==> src/rtl/blwm_pkg.sv <==
// Shared types, constants and helper functions of the beacon loss window monitor.
`default_nettype none
package blwm_pkg;

  localparam int WINDOW_DEPTH  = 64;
  localparam int IDX_W         = $clog2(WINDOW_DEPTH);
  localparam int CNT_W         = $clog2(WINDOW_DEPTH + 1);
  localparam int PERCENT_SCALE = 100;
  localparam int PROD_W        = $clog2(WINDOW_DEPTH * PERCENT_SCALE + 1);
  localparam int DCNT_W        = $clog2(PROD_W);
  localparam int HELD_W        = 7;
  localparam int CFG_W         = 48;

  localparam logic [11:0] MIN_FRAME_LEN      = 12'd24;
  localparam logic [15:0] TRACK_RESET        = 16'd10;
  localparam logic [3:0]  SUBTYPE_BEACON     = 4'h8;
  localparam logic [3:0]  SUBTYPE_PROBE_RESP = 4'h5;
  localparam logic [1:0]  TYPE_MGMT          = 2'b00;

  typedef enum logic [1:0] {
    CMD_FRAME = 2'd0,
    CMD_TICK  = 2'd1,
    CMD_CLEAR = 2'd2
  } cmd_e;

  typedef enum logic [2:0] {
    DROP_NONE     = 3'd0,
    DROP_SHORT    = 3'd1,
    DROP_NOT_MGMT = 3'd2,
    DROP_SUBTYPE  = 3'd3,
    DROP_BSSID    = 3'd4
  } drop_e;

  typedef enum logic {
    CFG_OWN_BSSID = 1'b0,
    CFG_TRACK     = 1'b1
  } cfg_idx_e;

  typedef enum logic [2:0] {
    ST_IDLE,
    ST_UPDATE,
    ST_SPAN,
    ST_READ,
    ST_CHECK,
    ST_DIV_INIT,
    ST_DIV,
    ST_DONE
  } state_e;

  typedef struct packed {
    logic capture;
    logic update;
    logic span_load;
    logic trim_read;
    logic trim_pop;
    logic div_init;
    logic div_step;
    logic out_load;
  } dp_cmd_t;

  typedef struct packed {
    logic held_zero;
    logic entry_stale;
    logic div_last;
  } dp_stat_t;

  // Advance a ring index by one, wrapping at the window depth.
  function automatic logic [IDX_W-1:0] slot_inc(input logic [IDX_W-1:0] a);
    logic [IDX_W-1:0] r;
    if (a == IDX_W'(WINDOW_DEPTH - 1)) begin
      r = '0;
    end else begin
      r = a + IDX_W'(1);
    end
    return r;
  endfunction

  // Ring index a + b, both below the depth.
  function automatic logic [IDX_W-1:0] slot_add(input logic [IDX_W-1:0] a,
                                                input logic [IDX_W-1:0] b);
    logic [IDX_W:0] s;
    logic [IDX_W:0] r;
    s = {1'b0, a} + {1'b0, b};
    if (s >= (IDX_W + 1)'(WINDOW_DEPTH)) begin
      r = s - (IDX_W + 1)'(WINDOW_DEPTH);
    end else begin
      r = s;
    end
    return r[IDX_W-1:0];
  endfunction

  function automatic logic [15:0] sat16(input logic [PROD_W-1:0] v);
    logic [15:0] r;
    if (32'(v) > 32'h0000_FFFF) begin
      r = 16'hFFFF;
    end else begin
      r = 16'(v);
    end
    return r;
  endfunction

endpackage
`default_nettype wire

==> src/rtl/beacon_loss_window_monitor.sv <==
// Top level of the beacon loss window monitor: sequencer plus datapath.
//
//  channel  | signals                                   | direction
//  ---------+-------------------------------------------+-----------
//  config   | cfg_we_i, cfg_index_i, cfg_wdata_i        | in
//  input    | in_valid_i / in_stall_o, frame fields     | in
//  result   | out_valid_o / out_stall_i, result fields  | out
//
// One item at a time: after accept it steps through update and span load, then reads
// and checks the oldest entry, dropping stale ones until one is fresh or none is left,
// then divider init, the divider steps and the output load. The trim reads use the
// ring memory's single read port. Reset clears control state, the window pointers,
// the start time, the last interval and the BSSID and presets the track count.
// A stalled result sits in the output register while the next item is worked on.
`default_nettype none
module beacon_loss_window_monitor (
  input  wire                          clk_i,
  input  wire                          rst_ni,
  input  wire                          cfg_we_i,
  input  wire                          cfg_index_i,
  input  wire  [blwm_pkg::CFG_W-1:0]   cfg_wdata_i,
  input  wire                          in_valid_i,
  output logic                         in_stall_o,
  input  wire  [1:0]                   cmd_i,
  input  wire  [31:0]                  now_ms_i,
  input  wire  [11:0]                  frame_length_i,
  input  wire  [7:0]                   fc0_i,
  input  wire  [47:0]                  addr3_i,
  input  wire  [15:0]                  beacon_interval_field_i,
  output logic                         out_valid_o,
  input  wire                          out_stall_i,
  output logic                         accepted_o,
  output logic [2:0]                   drop_reason_o,
  output logic [15:0]                  reception_percent_o,
  output logic [blwm_pkg::HELD_W-1:0]  beacons_held_o
);

  blwm_pkg::dp_cmd_t  dp_cmd;
  blwm_pkg::dp_stat_t dp_stat;

  blwm_ctrl u_ctrl (
    .clk_i       (clk_i),
    .rst_ni      (rst_ni),
    .in_valid_i  (in_valid_i),
    .in_stall_o  (in_stall_o),
    .out_valid_o (out_valid_o),
    .out_stall_i (out_stall_i),
    .cmd_o       (dp_cmd),
    .stat_i      (dp_stat)
  );

  blwm_dp u_dp (
    .clk_i                   (clk_i),
    .rst_ni                  (rst_ni),
    .cfg_we_i                (cfg_we_i),
    .cfg_index_i             (cfg_index_i),
    .cfg_wdata_i             (cfg_wdata_i),
    .cmd_i                   (cmd_i),
    .now_ms_i                (now_ms_i),
    .frame_length_i          (frame_length_i),
    .fc0_i                   (fc0_i),
    .addr3_i                 (addr3_i),
    .beacon_interval_field_i (beacon_interval_field_i),
    .cmd_i_s                 (dp_cmd),
    .stat_o                  (dp_stat),
    .accepted_o              (accepted_o),
    .drop_reason_o           (drop_reason_o),
    .reception_percent_o     (reception_percent_o),
    .beacons_held_o          (beacons_held_o)
  );

endmodule
`default_nettype wire

==> src/rtl/blwm_ctrl.sv <==
// Sequencer of the beacon loss window monitor: steps one item through update, trim and divide.
`default_nettype none
module blwm_ctrl (
  input  wire                 clk_i,
  input  wire                 rst_ni,
  input  wire                 in_valid_i,
  output logic                in_stall_o,
  output logic                out_valid_o,
  input  wire                 out_stall_i,
  output blwm_pkg::dp_cmd_t   cmd_o,
  input  blwm_pkg::dp_stat_t  stat_i
);

  blwm_pkg::state_e state_q, state_d;
  logic             out_valid_q, out_valid_d;

  always_ff @(posedge clk_i or negedge rst_ni) begin
    if (!rst_ni) begin
      state_q     <= blwm_pkg::ST_IDLE;
      out_valid_q <= 1'b0;
    end else begin
      state_q     <= state_d;
      out_valid_q <= out_valid_d;
    end
  end

  always_comb begin
    state_d     = state_q;
    cmd_o       = '0;
    out_valid_d = out_valid_q && out_stall_i;
    unique case (state_q)
      blwm_pkg::ST_IDLE: begin
        if (in_valid_i) begin
          cmd_o.capture = 1'b1;
          state_d       = blwm_pkg::ST_UPDATE;
        end
      end
      blwm_pkg::ST_UPDATE: begin
        cmd_o.update = 1'b1;
        state_d      = blwm_pkg::ST_SPAN;
      end
      blwm_pkg::ST_SPAN: begin
        cmd_o.span_load = 1'b1;
        state_d         = blwm_pkg::ST_READ;
      end
      blwm_pkg::ST_READ: begin
        if (stat_i.held_zero) begin
          state_d = blwm_pkg::ST_DIV_INIT;
        end else begin
          cmd_o.trim_read = 1'b1;
          state_d         = blwm_pkg::ST_CHECK;
        end
      end
      blwm_pkg::ST_CHECK: begin
        // drop the oldest entry and look at the next one, or stop trimming
        if (stat_i.entry_stale) begin
          cmd_o.trim_pop = 1'b1;
          state_d        = blwm_pkg::ST_READ;
        end else begin
          state_d = blwm_pkg::ST_DIV_INIT;
        end
      end
      blwm_pkg::ST_DIV_INIT: begin
        cmd_o.div_init = 1'b1;
        state_d        = blwm_pkg::ST_DIV;
      end
      blwm_pkg::ST_DIV: begin
        cmd_o.div_step = 1'b1;
        if (stat_i.div_last) begin
          state_d = blwm_pkg::ST_DONE;
        end
      end
      blwm_pkg::ST_DONE: begin
        // hold until the output register is free
        if (!out_valid_q || !out_stall_i) begin
          cmd_o.out_load = 1'b1;
          out_valid_d    = 1'b1;
          state_d        = blwm_pkg::ST_IDLE;
        end
      end
      default: begin
        state_d = blwm_pkg::ST_IDLE;
      end
    endcase
  end

  assign in_stall_o  = (state_q != blwm_pkg::ST_IDLE);
  assign out_valid_o = out_valid_q;

endmodule
`default_nettype wire

==> src/rtl/blwm_dp.sv <==
// Datapath of the beacon loss window monitor: filter, arrival ring, trim compare, divider.
`default_nettype none
module blwm_dp (
  input  wire                       clk_i,
  input  wire                       rst_ni,
  input  wire                       cfg_we_i,
  input  wire                       cfg_index_i,
  input  wire  [blwm_pkg::CFG_W-1:0] cfg_wdata_i,
  input  wire  [1:0]                cmd_i,
  input  wire  [31:0]               now_ms_i,
  input  wire  [11:0]               frame_length_i,
  input  wire  [7:0]                fc0_i,
  input  wire  [47:0]               addr3_i,
  input  wire  [15:0]               beacon_interval_field_i,
  input  blwm_pkg::dp_cmd_t         cmd_i_s,
  output blwm_pkg::dp_stat_t        stat_o,
  output logic                      accepted_o,
  output logic [2:0]                drop_reason_o,
  output logic [15:0]               reception_percent_o,
  output logic [blwm_pkg::HELD_W-1:0] beacons_held_o
);

  localparam int IDX_W  = blwm_pkg::IDX_W;
  localparam int CNT_W  = blwm_pkg::CNT_W;
  localparam int PROD_W = blwm_pkg::PROD_W;
  localparam int DCNT_W = blwm_pkg::DCNT_W;

  // configuration
  logic [47:0] own_bssid_q;
  logic [15:0] track_q;

  // captured item
  logic [1:0]            icmd_q;
  logic [31:0]           now_q;
  logic [15:0]           bi_q;
  blwm_pkg::drop_e       reason_q, reason_d;

  // window state
  logic [31:0]      mem_q [blwm_pkg::WINDOW_DEPTH];
  logic [31:0]      rd_data_q;
  logic [IDX_W-1:0] oldest_q;
  logic [CNT_W-1:0] held_q;
  logic [31:0]      start_q;
  logic [15:0]      last_int_q;
  logic [31:0]      span_q;

  // divider
  logic [15:0]       den_q;
  logic [15:0]       rem_q;
  logic [PROD_W-1:0] quo_q;
  logic [DCNT_W-1:0] dcnt_q;

  logic              frame_ok;
  logic              full;
  logic [IDX_W-1:0]  wr_addr;
  logic [31:0]       elapsed;
  logic [15:0]       expected;
  logic [16:0]       rem_sh;
  logic              q_bit;
  logic [16:0]       rem_next;

  // frame filter, checks in priority order
  always_comb begin
    priority if (frame_length_i < blwm_pkg::MIN_FRAME_LEN) begin
      reason_d = blwm_pkg::DROP_SHORT;
    end else if (fc0_i[3:2] != blwm_pkg::TYPE_MGMT) begin
      reason_d = blwm_pkg::DROP_NOT_MGMT;
    end else if (fc0_i[7:4] != blwm_pkg::SUBTYPE_BEACON &&
                 fc0_i[7:4] != blwm_pkg::SUBTYPE_PROBE_RESP) begin
      reason_d = blwm_pkg::DROP_SUBTYPE;
    end else if (addr3_i != own_bssid_q) begin
      reason_d = blwm_pkg::DROP_BSSID;
    end else begin
      reason_d = blwm_pkg::DROP_NONE;
    end
  end

  assign frame_ok = (icmd_q == blwm_pkg::CMD_FRAME) && (reason_q == blwm_pkg::DROP_NONE);
  assign full     = (held_q >= CNT_W'(blwm_pkg::WINDOW_DEPTH));
  assign wr_addr  = full ? oldest_q : blwm_pkg::slot_add(oldest_q, held_q[IDX_W-1:0]);

  assign elapsed  = now_q - start_q;
  assign expected = (elapsed < 32'(track_q)) ? elapsed[15:0] : track_q;

  // restoring division, one quotient bit per step
  assign rem_sh   = {rem_q, quo_q[PROD_W-1]};
  assign q_bit    = (rem_sh >= {1'b0, den_q});
  assign rem_next = q_bit ? (rem_sh - {1'b0, den_q}) : rem_sh;

  assign stat_o.held_zero   = (held_q == '0);
  assign stat_o.entry_stale = ((now_q - rd_data_q) > span_q);
  assign stat_o.div_last    = (dcnt_q == DCNT_W'(PROD_W - 1));

  always_ff @(posedge clk_i or negedge rst_ni) begin
    if (!rst_ni) begin
      own_bssid_q <= '0;
      track_q     <= blwm_pkg::TRACK_RESET;
    end else if (cfg_we_i) begin
      unique case (blwm_pkg::cfg_idx_e'(cfg_index_i))
        blwm_pkg::CFG_OWN_BSSID: own_bssid_q <= cfg_wdata_i[47:0];
        blwm_pkg::CFG_TRACK:     track_q     <= cfg_wdata_i[15:0];
        default:                 track_q     <= track_q;
      endcase
    end
  end

  always_ff @(posedge clk_i or negedge rst_ni) begin
    if (!rst_ni) begin
      oldest_q   <= '0;
      held_q     <= '0;
      start_q    <= '0;
      last_int_q <= '0;
    end else if (cmd_i_s.update) begin
      if (frame_ok) begin
        last_int_q <= bi_q;
        if (full) begin
          oldest_q <= blwm_pkg::slot_inc(oldest_q);
        end else begin
          held_q <= held_q + CNT_W'(1);
        end
      end else if (icmd_q == blwm_pkg::CMD_CLEAR) begin
        start_q  <= now_q;
        held_q   <= '0;
        oldest_q <= '0;
      end
    end else if (cmd_i_s.trim_pop) begin
      oldest_q <= blwm_pkg::slot_inc(oldest_q);
      held_q   <= held_q - CNT_W'(1);
    end
  end

  always_ff @(posedge clk_i) begin
    if (cmd_i_s.update && frame_ok) begin
      mem_q[wr_addr] <= now_q;
    end
    if (cmd_i_s.trim_read) begin
      rd_data_q <= mem_q[oldest_q];
    end
  end

  always_ff @(posedge clk_i) begin
    if (cmd_i_s.capture) begin
      icmd_q   <= cmd_i;
      now_q    <= now_ms_i;
      bi_q     <= beacon_interval_field_i;
      reason_q <= reason_d;
    end
    if (cmd_i_s.span_load) begin
      span_q <= 32'(track_q) * 32'(last_int_q);
    end
    if (cmd_i_s.div_init) begin
      den_q  <= expected;
      rem_q  <= '0;
      quo_q  <= PROD_W'(held_q) * PROD_W'(blwm_pkg::PERCENT_SCALE);
      dcnt_q <= '0;
    end else if (cmd_i_s.div_step) begin
      rem_q  <= rem_next[15:0];
      quo_q  <= {quo_q[PROD_W-2:0], q_bit};
      dcnt_q <= dcnt_q + DCNT_W'(1);
    end
    if (cmd_i_s.out_load) begin
      accepted_o          <= frame_ok;
      drop_reason_o       <= (icmd_q == blwm_pkg::CMD_FRAME) ? reason_q : blwm_pkg::DROP_NONE;
      reception_percent_o <= (den_q == '0) ? 16'd0 : blwm_pkg::sat16(quo_q);
      beacons_held_o      <= blwm_pkg::HELD_W'(held_q);
    end
  end

endmodule
`default_nettype wire
==> config.mk <==
export PLATFORM = sky130hd
export DESIGN_NAME = beacon_loss_window_monitor
export DESIGN_NICKNAME = d
export VERILOG_FILES = /design/src/rtl/blwm_pkg.sv /design/src/rtl/beacon_loss_window_monitor.sv /design/src/rtl/blwm_ctrl.sv /design/src/rtl/blwm_dp.sv
export SDC_FILE = /design/constraint.sdc
export NUM_CORES = 2
export LEC_CHECK = 0
export BUFFER_PORTS_ARGS = -buffer_cell sky130_fd_sc_hd__buf_2
export CAP_MARGIN = 10
export CORE_ASPECT_RATIO = 1.75
export CORE_MARGIN = 5
export CORE_UTILIZATION = 37
export CTS_BUF_LIST = sky130_fd_sc_hd__clkbuf_16
export DETAILED_ROUTE_END_ITERATION = 16
export PLACE_DENSITY_LB_ADDON = 0.25
export SLEW_MARGIN = 20
export SYNTH_ARGS = -nofsm -noshare
export SYNTH_HDL_FRONTEND = slang
export SYNTH_HIERARCHICAL = 1
export SYNTH_SLANG_ARGS = --single-unit
==> constraint.sdc <==
create_clock -name clk_i -period 8.8 [get_ports clk_i]
set_input_delay 0 -clock clk_i [delete_from_list [all_inputs] [get_ports clk_i]]
set_output_delay 0 -clock clk_i [all_outputs]
set_load 0.05 [all_outputs]
## Word-level counts from Yosys, hierarchy flattened

Memory sizes are Yosys's and may differ from the RTL's. A register that Yosys moved wholly into a read port is not among the register bits.
Index checks and enable logic that the tools add are counted.

- Bits in registers: 290
- Memories kept: 1
- Bits in writable memories: 2048
- Input bits: 172
- Word-level logic and storage cells: 129
- Output and inout bits: 29

- Reduce and logical (&&, ||, !) cells: 24
- $add $sub $neg: 9
- Bitwise operators: 2
- Equal/unequal tests: 19
- $mul: 2
- Order comparisons: 6
- Mux-type cells: 42

Memory list:

| memory | depth | width | read ports | clocked after Yosys merged registers in | wr ports | RTL line | RTL |
|---|---|---|---|---|---|---|---|
| u_dp.mem_q | 64 | 32 | 1 | 1 | 1 | blwm_dp.sv:39 | `logic [31:0] mem_q [blwm_pkg::WINDOW_DEPTH];` |

Operators with widths:

| kind | count |
|---|---|
| 32-bit subtractor | 2 |
| 6-bit 2-to-1 mux | 8 |
| 48-bit inequality test | 1 |
| 7-bit 2-to-1 mux | 5 |
| 32-bit > comparator | 1 |
| 32-bit by 16-bit < comparator with 1-bit output | 1 |
| 16-bit by 16-bit multiplier with 32-bit output | 1 |
| 16-bit 2-to-1 mux | 2 |
| 13-bit 2-to-1 mux | 2 |
| 3-bit case mux with 8 select lines | 1 |
| 17-bit by 16-bit greater-or-equal comparator with 1-bit output | 1 |
| 1-bit 2-to-1 mux | 17 |
| 16-bit logical NOT | 1 |
| 16-bit subtractor | 1 |
| 3-bit 2-to-1 mux | 5 |
| 7-bit greater-or-equal comparator, second input constant | 2 |
| 3-bit equality test, second input constant | 4 |
| 12-bit by 5-bit < comparator with 1-bit output, second input constant | 1 |
| 3-bit AND reduction | 4 |
| 7-bit by 5-bit multiplier with 11-bit output, second input constant | 1 |
| 3-bit inequality test, second input constant | 3 |
| 6-bit by 6-bit adder with 7-bit output | 1 |
| 7-bit by 1-bit adder with 7-bit output, second input constant | 1 |
| 7-bit logical NOT | 1 |
| 24 further kinds | 37 |

## Depth between registers and ports, before layout

- Depth in word-level cells: 6
- Mapped depth: 28
- Gate-level depth less buffers: 28

## Hierarchy

Netlist, hierarchy kept.

By module, submodules not included:

| module | sequential area each (um^2) | cells an instance | area each (um^2) | times used |
|---|---|---|---|---|
| blwm_dp | 70114.7 | 5635 | 104572.8 | 1 |
| blwm_ctrl | 100.1 | 35 | 302.8 | 1 |

## Worst setup path before layout

OpenSTA, ideal clock, no wires.

- Path kind: reg2reg
- Start: reg u_dp.track_q[14]
- End: reg u_dp.span_q[30] (data pin)
- Cell stages (with the launch flop): 22
- Setup slack: 2.619 ns
- Data required time: 8.536 ns
- Arrival time: 5.917 ns
- Period minus slack after synthesis: 6.181 ns
- Buffers on the path: 2
- Library setup time: 0.264 ns
- Cell sequence: dfrtp_1 clkbuf_1 clkbuf_1 nand2_1 fa_1 fa_1 inv_1 fa_1 fa_1 fa_1 inv_1 fa_1 inv_1 ha_1 a2111oi_0 o21ai_0 o21ai_0 o21ai_0 a31o_2 a211o_1 a221oi_1 xnor2_1

- Word-level cells in the longest chain between the ends: 1

RTL lines:

| what | RTL line | RTL |
|---|---|---|
| from (decl) | blwm_dp.sv:30 | `logic [15:0] track_q;` |
| from (signal assigned) | blwm_dp.sv:97 | `track_q <= blwm_pkg::TRACK_RESET;` |
| from (signal assigned) | blwm_dp.sv:101 | `blwm_pkg::CFG_TRACK: track_q <= cfg_wdata_i[15:0];` |
| from (signal assigned) | blwm_dp.sv:102 | `default: track_q <= track_q;` |
| 16-bit by 16-bit multiplier with 32-bit output | blwm_dp.sv:149 | `span_q <= 32'(track_q) * 32'(last_int_q);` |
| to (signal assigned) | blwm_dp.sv:149 |  |
| to (decl) | blwm_dp.sv:45 | `logic [31:0] span_q;` |

Every way passes these cells.
A chain may end at the register's enable or synchronous reset.

==> tab_implementation.tex <==
\begin{tabular}{lr}
\hline
Metric & Value \\
\hline
\multicolumn{2}{l}{\textbf{Outcome}} \\
\quad Outcome & complete, no violations \\
\multicolumn{2}{l}{\textbf{Timing}} \\
\quad Worst slew margin & 0.326 \\
\quad Worst-case clock skew & 0.0347 ns \\
\quad Final max-slew violation count & 0 \\
\quad Transition time at the pin with the least slew margin & 1.01 ns \\
\quad Setup-violating endpoint count in the final report & 0 \\
\quad Setup repair after global routing missed its margin & false \\
\quad Final WS setup & 1.57 ns \\
\quad Final hold vios & 0 \\
\quad Share of the clock period used by the worst path & 0.822 \\
\quad Fmax achieved & 138 MHz \\
\quad Min cycle time layout & 7.23 ns \\
\quad Min Hold Slack & 0.0379 ns \\
\quad Final-layout setup total negative slack & 0 ns \\
\multicolumn{2}{l}{\textbf{Floorplanning}} \\
\quad Floorplan die width & 412 um \\
\quad Die height & 714 um \\
\quad Site row count & 258 \\
\quad Die outline area & 295000 um2 \\
\quad Count of boundary I/O pins & 201 \\
\quad Effective utilization at floorplan & 0.372 \\
\quad Placeable core area & 282000 um2 \\
\multicolumn{2}{l}{\textbf{Global route}} \\
\quad Largest net degree at the start of global routing & 114 \\
\quad Number of global-route vias before repair & 58400 \\
\quad Wire length of the first global-routing pass & 411 mm \\
\quad Most utilized layer in the global route result & met2 \\
\quad Initial antenna violation count & 6 \\
\quad Met1 capacity usage during global routing & 0.209 \\
\quad GR Overflow Total & 0 \\
\quad Grt met3 use & 0.0183 \\
\quad All-Layer GR Usage & 0.192 \\
\quad Met2 track demand over resource & 0.377 \\
\multicolumn{2}{l}{\textbf{Power}} \\
\quad Final Total Pwr & 33.1 mW \\
\quad Max rail drop VDD & 0.216 mV \\
\quad Areal power density over the cells & 275 nW/um2 \\
\quad Leakage power total & 41.1 nW \\
\multicolumn{2}{l}{\textbf{Setup path}} \\
\quad Worst setup SP type & flip-flop \\
\quad Count of cells along the worst register-to-register path & 25 \\
\quad Critical Path Slowest Stage Cell & sky130\_fd\_sc\_hd\_\_o22ai\_1 \\
\quad Arrival time of data at the critical path endpoint & 7.94 ns \\
\quad Maximum cell stage delay along the critical path & 0.77 ns \\
\quad Critical R2R Launch & u\_dp/now\_q[0] \\
\quad Critical path capture point type & flip-flop \\
\quad Flop-to-flop setup slack & 1.57 ns \\
\quad Maximum fanout encountered on the critical timing path & 13 \\
\quad Critical Setup Path Class & flip-flop to flip-flop \\
\quad R2r endpoint & u\_dp/held\_q[5] \\
\quad Endpoint required time on the critical path & 9.50 ns \\
\multicolumn{2}{l}{\textbf{Logic synthesis}} \\
\quad Fraction of the yosys area taken by sequential cells & 0.670 \\
\quad Number of enable-type register cells in the synthesized netlist & 2216 \\
\quad Post-synthesis instance total & 5670 \\
\quad Post-Synthesis Mean Instance Area & 18.5 um2 \\
\quad FF+latch count, synth & 2367 \\
\quad Main flop type after synthesis & sky130\_fd\_sc\_hd\_\_edfxtp\_1 \\
\quad FFs w/ async S/R, synth & 0.0545 \\
\quad Synthesized cell area & 105000 um2 \\
\quad Number of distinct library cell variants in the gate-level netlist after synthesis & 98 \\
\quad Yosys warns & 6 \\
\multicolumn{2}{l}{\textbf{Place}} \\
\quad Inst Count DP & 9530 \\
\quad Instance area at placement & 111000 um2 \\
\quad Number of input and output port buffers inserted & 192 \\
\quad Final estimated routing congestion in global placement & 0.858 \\
\quad Worst setup timing slack at the placement stage & 1.54 ns \\
\quad Post-DP HPWL & 180 mm \\
\multicolumn{2}{l}{\textbf{Layout}} \\
\quad Final instance area & 120000 um2 \\
\quad Sequential cell area & 70200 um2 \\
\quad Most used cells in the layout excluding fill and tap cells & sky130\_fd\_sc\_hd\_\_edfxtp\_1, sky130\_fd\_sc\_hd\_\_mux4\_2, sky130\_fd\_sc\_hd\_\_inv\_1 \\
\quad Layout cells sized above 1 & 0.242 \\
\quad Total of fill cells in the finished design & 24700 \\
\quad Most common cell after layout, fill and taps aside & sky130\_fd\_sc\_hd\_\_edfxtp\_1 \\
\quad Multi-input combinational cell area & 32700 um2 \\
\quad Non-filler instance count after layout & 10100 \\
\quad Final core utilization & 0.427 \\
\quad Net total in the final layout & 6845 \\
\quad Growth of design area from synthesis to finish & 14.8\% \\
\multicolumn{2}{l}{\textbf{Clock network}} \\
\quad Number of levels the H-tree was split into & 4 \\
\quad Root cell of the clock tree & sky130\_fd\_sc\_hd\_\_clkbuf\_16 \\
\quad Deepest clock path buffer count & 4 \\
\quad Clock latency on the worst-skew pair & 0.85 ns \\
\quad TritonCTS buffer count & 207 \\
\quad Postcts setup bufs & 0 \\
\quad Clock Sink Count & 2367 \\
\quad Clock tree from TritonCTS & done \\
\quad CTS clock-pin slew for the worst setup and hold paths & 0.06 ns \\
\multicolumn{2}{l}{\textbf{Drt}} \\
\quad Routed via count divided by cell count & 5.35 \\
\quad Routed WL & 283 mm \\
\quad Residual DRC count & 0 \\
\quad TritonRoute pass-1 iters & 5 \\
\quad Remaining number of nets flagged by the antenna check after routing & 0 \\
\quad Vias post-DR & 54300 \\
\quad Violation count after the first detailed-routing iteration & 3984 \\
\quad Routed wire length per instance & 27.9 um \\
\multicolumn{2}{l}{\textbf{Flow run}} \\
\quad Maximum Capacitance Violations & 0 \\
\multicolumn{2}{l}{\textbf{Worst hold path}} \\
\quad Hold Crit Depth & 2 \\
\quad Worst Hold Path EP & u\_dp/now\_q[5] \\
\quad HP Start & now\_ms\_i[5] \\
\quad Type of the worst min-delay path & input port to flip-flop \\
\hline
\end{tabular}
-- cell type report --
type                       instances  area share
sequential                      2367       0.583
tap                             3770      0.0392
antenna                           10    0.000208
timing repair buffer             573      0.0378
clock buffer                     210      0.0436
multi-input combinational       2657       0.271
inverter                         399      0.0124
clock inverter                   159      0.0120
-- how the worst max path moves through the flow --
stage	startpoint	to	slack (ns)	cells after the start
2_1_floorplan	u_dp/track_q[14]	u_dp/span_q[30]	2.62	21
3_3_place_gp	u_dp/track_q[8]	u_dp/span_q[31]	1.64	19
4_1_cts	u_dp/track_q[8]	u_dp/span_q[31]	1.51	19
6_report	u_dp/now_q[0]	u_dp/held_q[5]	1.57	25
5_1_grt	u_dp/now_q[0]	u_dp/held_q[5]	1.11	25
3_5_place_dp	u_dp/now_q[0]	u_dp/held_q[5]	1.54	25
-- cells in the mapped netlist, types with 9 or more instances --
master | count | area, um2
sky130_fd_sc_hd__inv_1 | 398 | 1490
sky130_fd_sc_hd__nor2_1 | 158 | 593
sky130_fd_sc_hd__nand3_1 | 34 | 170
sky130_fd_sc_hd__mux2_2 | 123 | 1390
sky130_fd_sc_hd__nand4_1 | 34 | 213
sky130_fd_sc_hd__nor2b_1 | 29 | 181
sky130_fd_sc_hd__ha_1 | 268 | 3350
sky130_fd_sc_hd__mux2_4 | 9 | 135
sky130_fd_sc_hd__and2_1 | 142 | 888
sky130_fd_sc_hd__mux4_2 | 665 | 15000
sky130_fd_sc_hd__mux2i_1 | 24 | 240
sky130_fd_sc_hd__o31ai_1 | 18 | 135
sky130_fd_sc_hd__clkbuf_1 | 177 | 664
sky130_fd_sc_hd__a211oi_1 | 35 | 263
sky130_fd_sc_hd__nand2_1 | 253 | 950
sky130_fd_sc_hd__dfxtp_1 | 22 | 440
sky130_fd_sc_hd__and3_1 | 14 | 87.6
sky130_fd_sc_hd__dfrtp_1 | 127 | 3180
sky130_fd_sc_hd__nand2b_1 | 11 | 68.8
sky130_fd_sc_hd__fa_1 | 200 | 4000
sky130_fd_sc_hd__a21o_1 | 52 | 390
sky130_fd_sc_hd__xnor2_1 | 76 | 666
sky130_fd_sc_hd__a21oi_1 | 112 | 561
sky130_fd_sc_hd__o21a_1 | 25 | 188
sky130_fd_sc_hd__o21bai_1 | 12 | 90.1
sky130_fd_sc_hd__buf_2 | 10 | 50.1
sky130_fd_sc_hd__o21ai_0 | 84 | 420
sky130_fd_sc_hd__a31oi_1 | 15 | 93.8
sky130_fd_sc_hd__o211ai_1 | 12 | 90.1
sky130_fd_sc_hd__xor2_1 | 70 | 613
sky130_fd_sc_hd__buf_1 | 51 | 191
sky130_fd_sc_hd__nor3_1 | 32 | 160
sky130_fd_sc_hd__edfxtp_1 | 2216 | 66500
sky130_fd_sc_hd__nor4_1 | 25 | 156
-- state kept, by name (all words and copies together), names as in the netlist, 2 cells and up --
register                  count
u_ctrl/state_q                3
u_dp/beacons_held_o           7
u_dp/bi_q                    16
u_dp/dcnt_q                   4
u_dp/den_q                   16
u_dp/drop_reason_o            3
u_dp/held_q                   7
u_dp/icmd_q                   2
u_dp/last_int_q              16
u_dp/mem_q                 2048
u_dp/now_q                   32
u_dp/oldest_q                 6
u_dp/own_bssid_q             48
u_dp/quo_q                   13
u_dp/rd_data_q               32
u_dp/reason_q                 3
u_dp/reception_percent_o     13
u_dp/rem_q                   16
u_dp/span_q                  32
u_dp/start_q                 32
u_dp/track_q                 16
-- metal layers --
layer / vias up / share of wire
li1: 23300 / -
met1: 29300 / 0.35
met2: 1347 / 0.57
met3: 426 / 0.039
met4: 0 / 0.044
met5: - / 0
-- power by group --
| part | total [mW] | leakage (nW) | internal, mW | switching [mW] |
|---|---|---|---|---|
| logic | 10.4 | 15.9 | 4.62 | 5.74 |
| registers | 13.6 | 21.7 | 13.0 | 0.552 |
| clock network | 9.19 | 3.42 | 5.10 | 4.09 |
-- cells by family after synthesis --
kind of cell	after synthesis	synth area share
flops	2367	0.670
mux	821	0.160
simple gates	771	0.0363
buf+inv	648	0.0239
fa+ha+maj	468	0.0702
compound gates	448	0.0283
xor+xnor	146	0.0122
other cells	1	0.0000358
-- worst max-delay path: cells and delay by family (launching register included) --
kind,cells,cell delay (ns)
AOI/OAI and AO/OA,11,3.18
xor gates and xnor gates,1,0.14
adders and majority gates,3,0.81
buffers and inverters,2,0.26
DFF,1,0.37
and+or+nand+nor,8,2.29
-- timing repair --
action | CTS | global route
endpoints found under the hold margin | 231 | 0
resized for setup | 0 | 0
hold buffers | 236 | 0
setup endpoints to repair | 0 | 0
(Power assumes the default switching activity.)
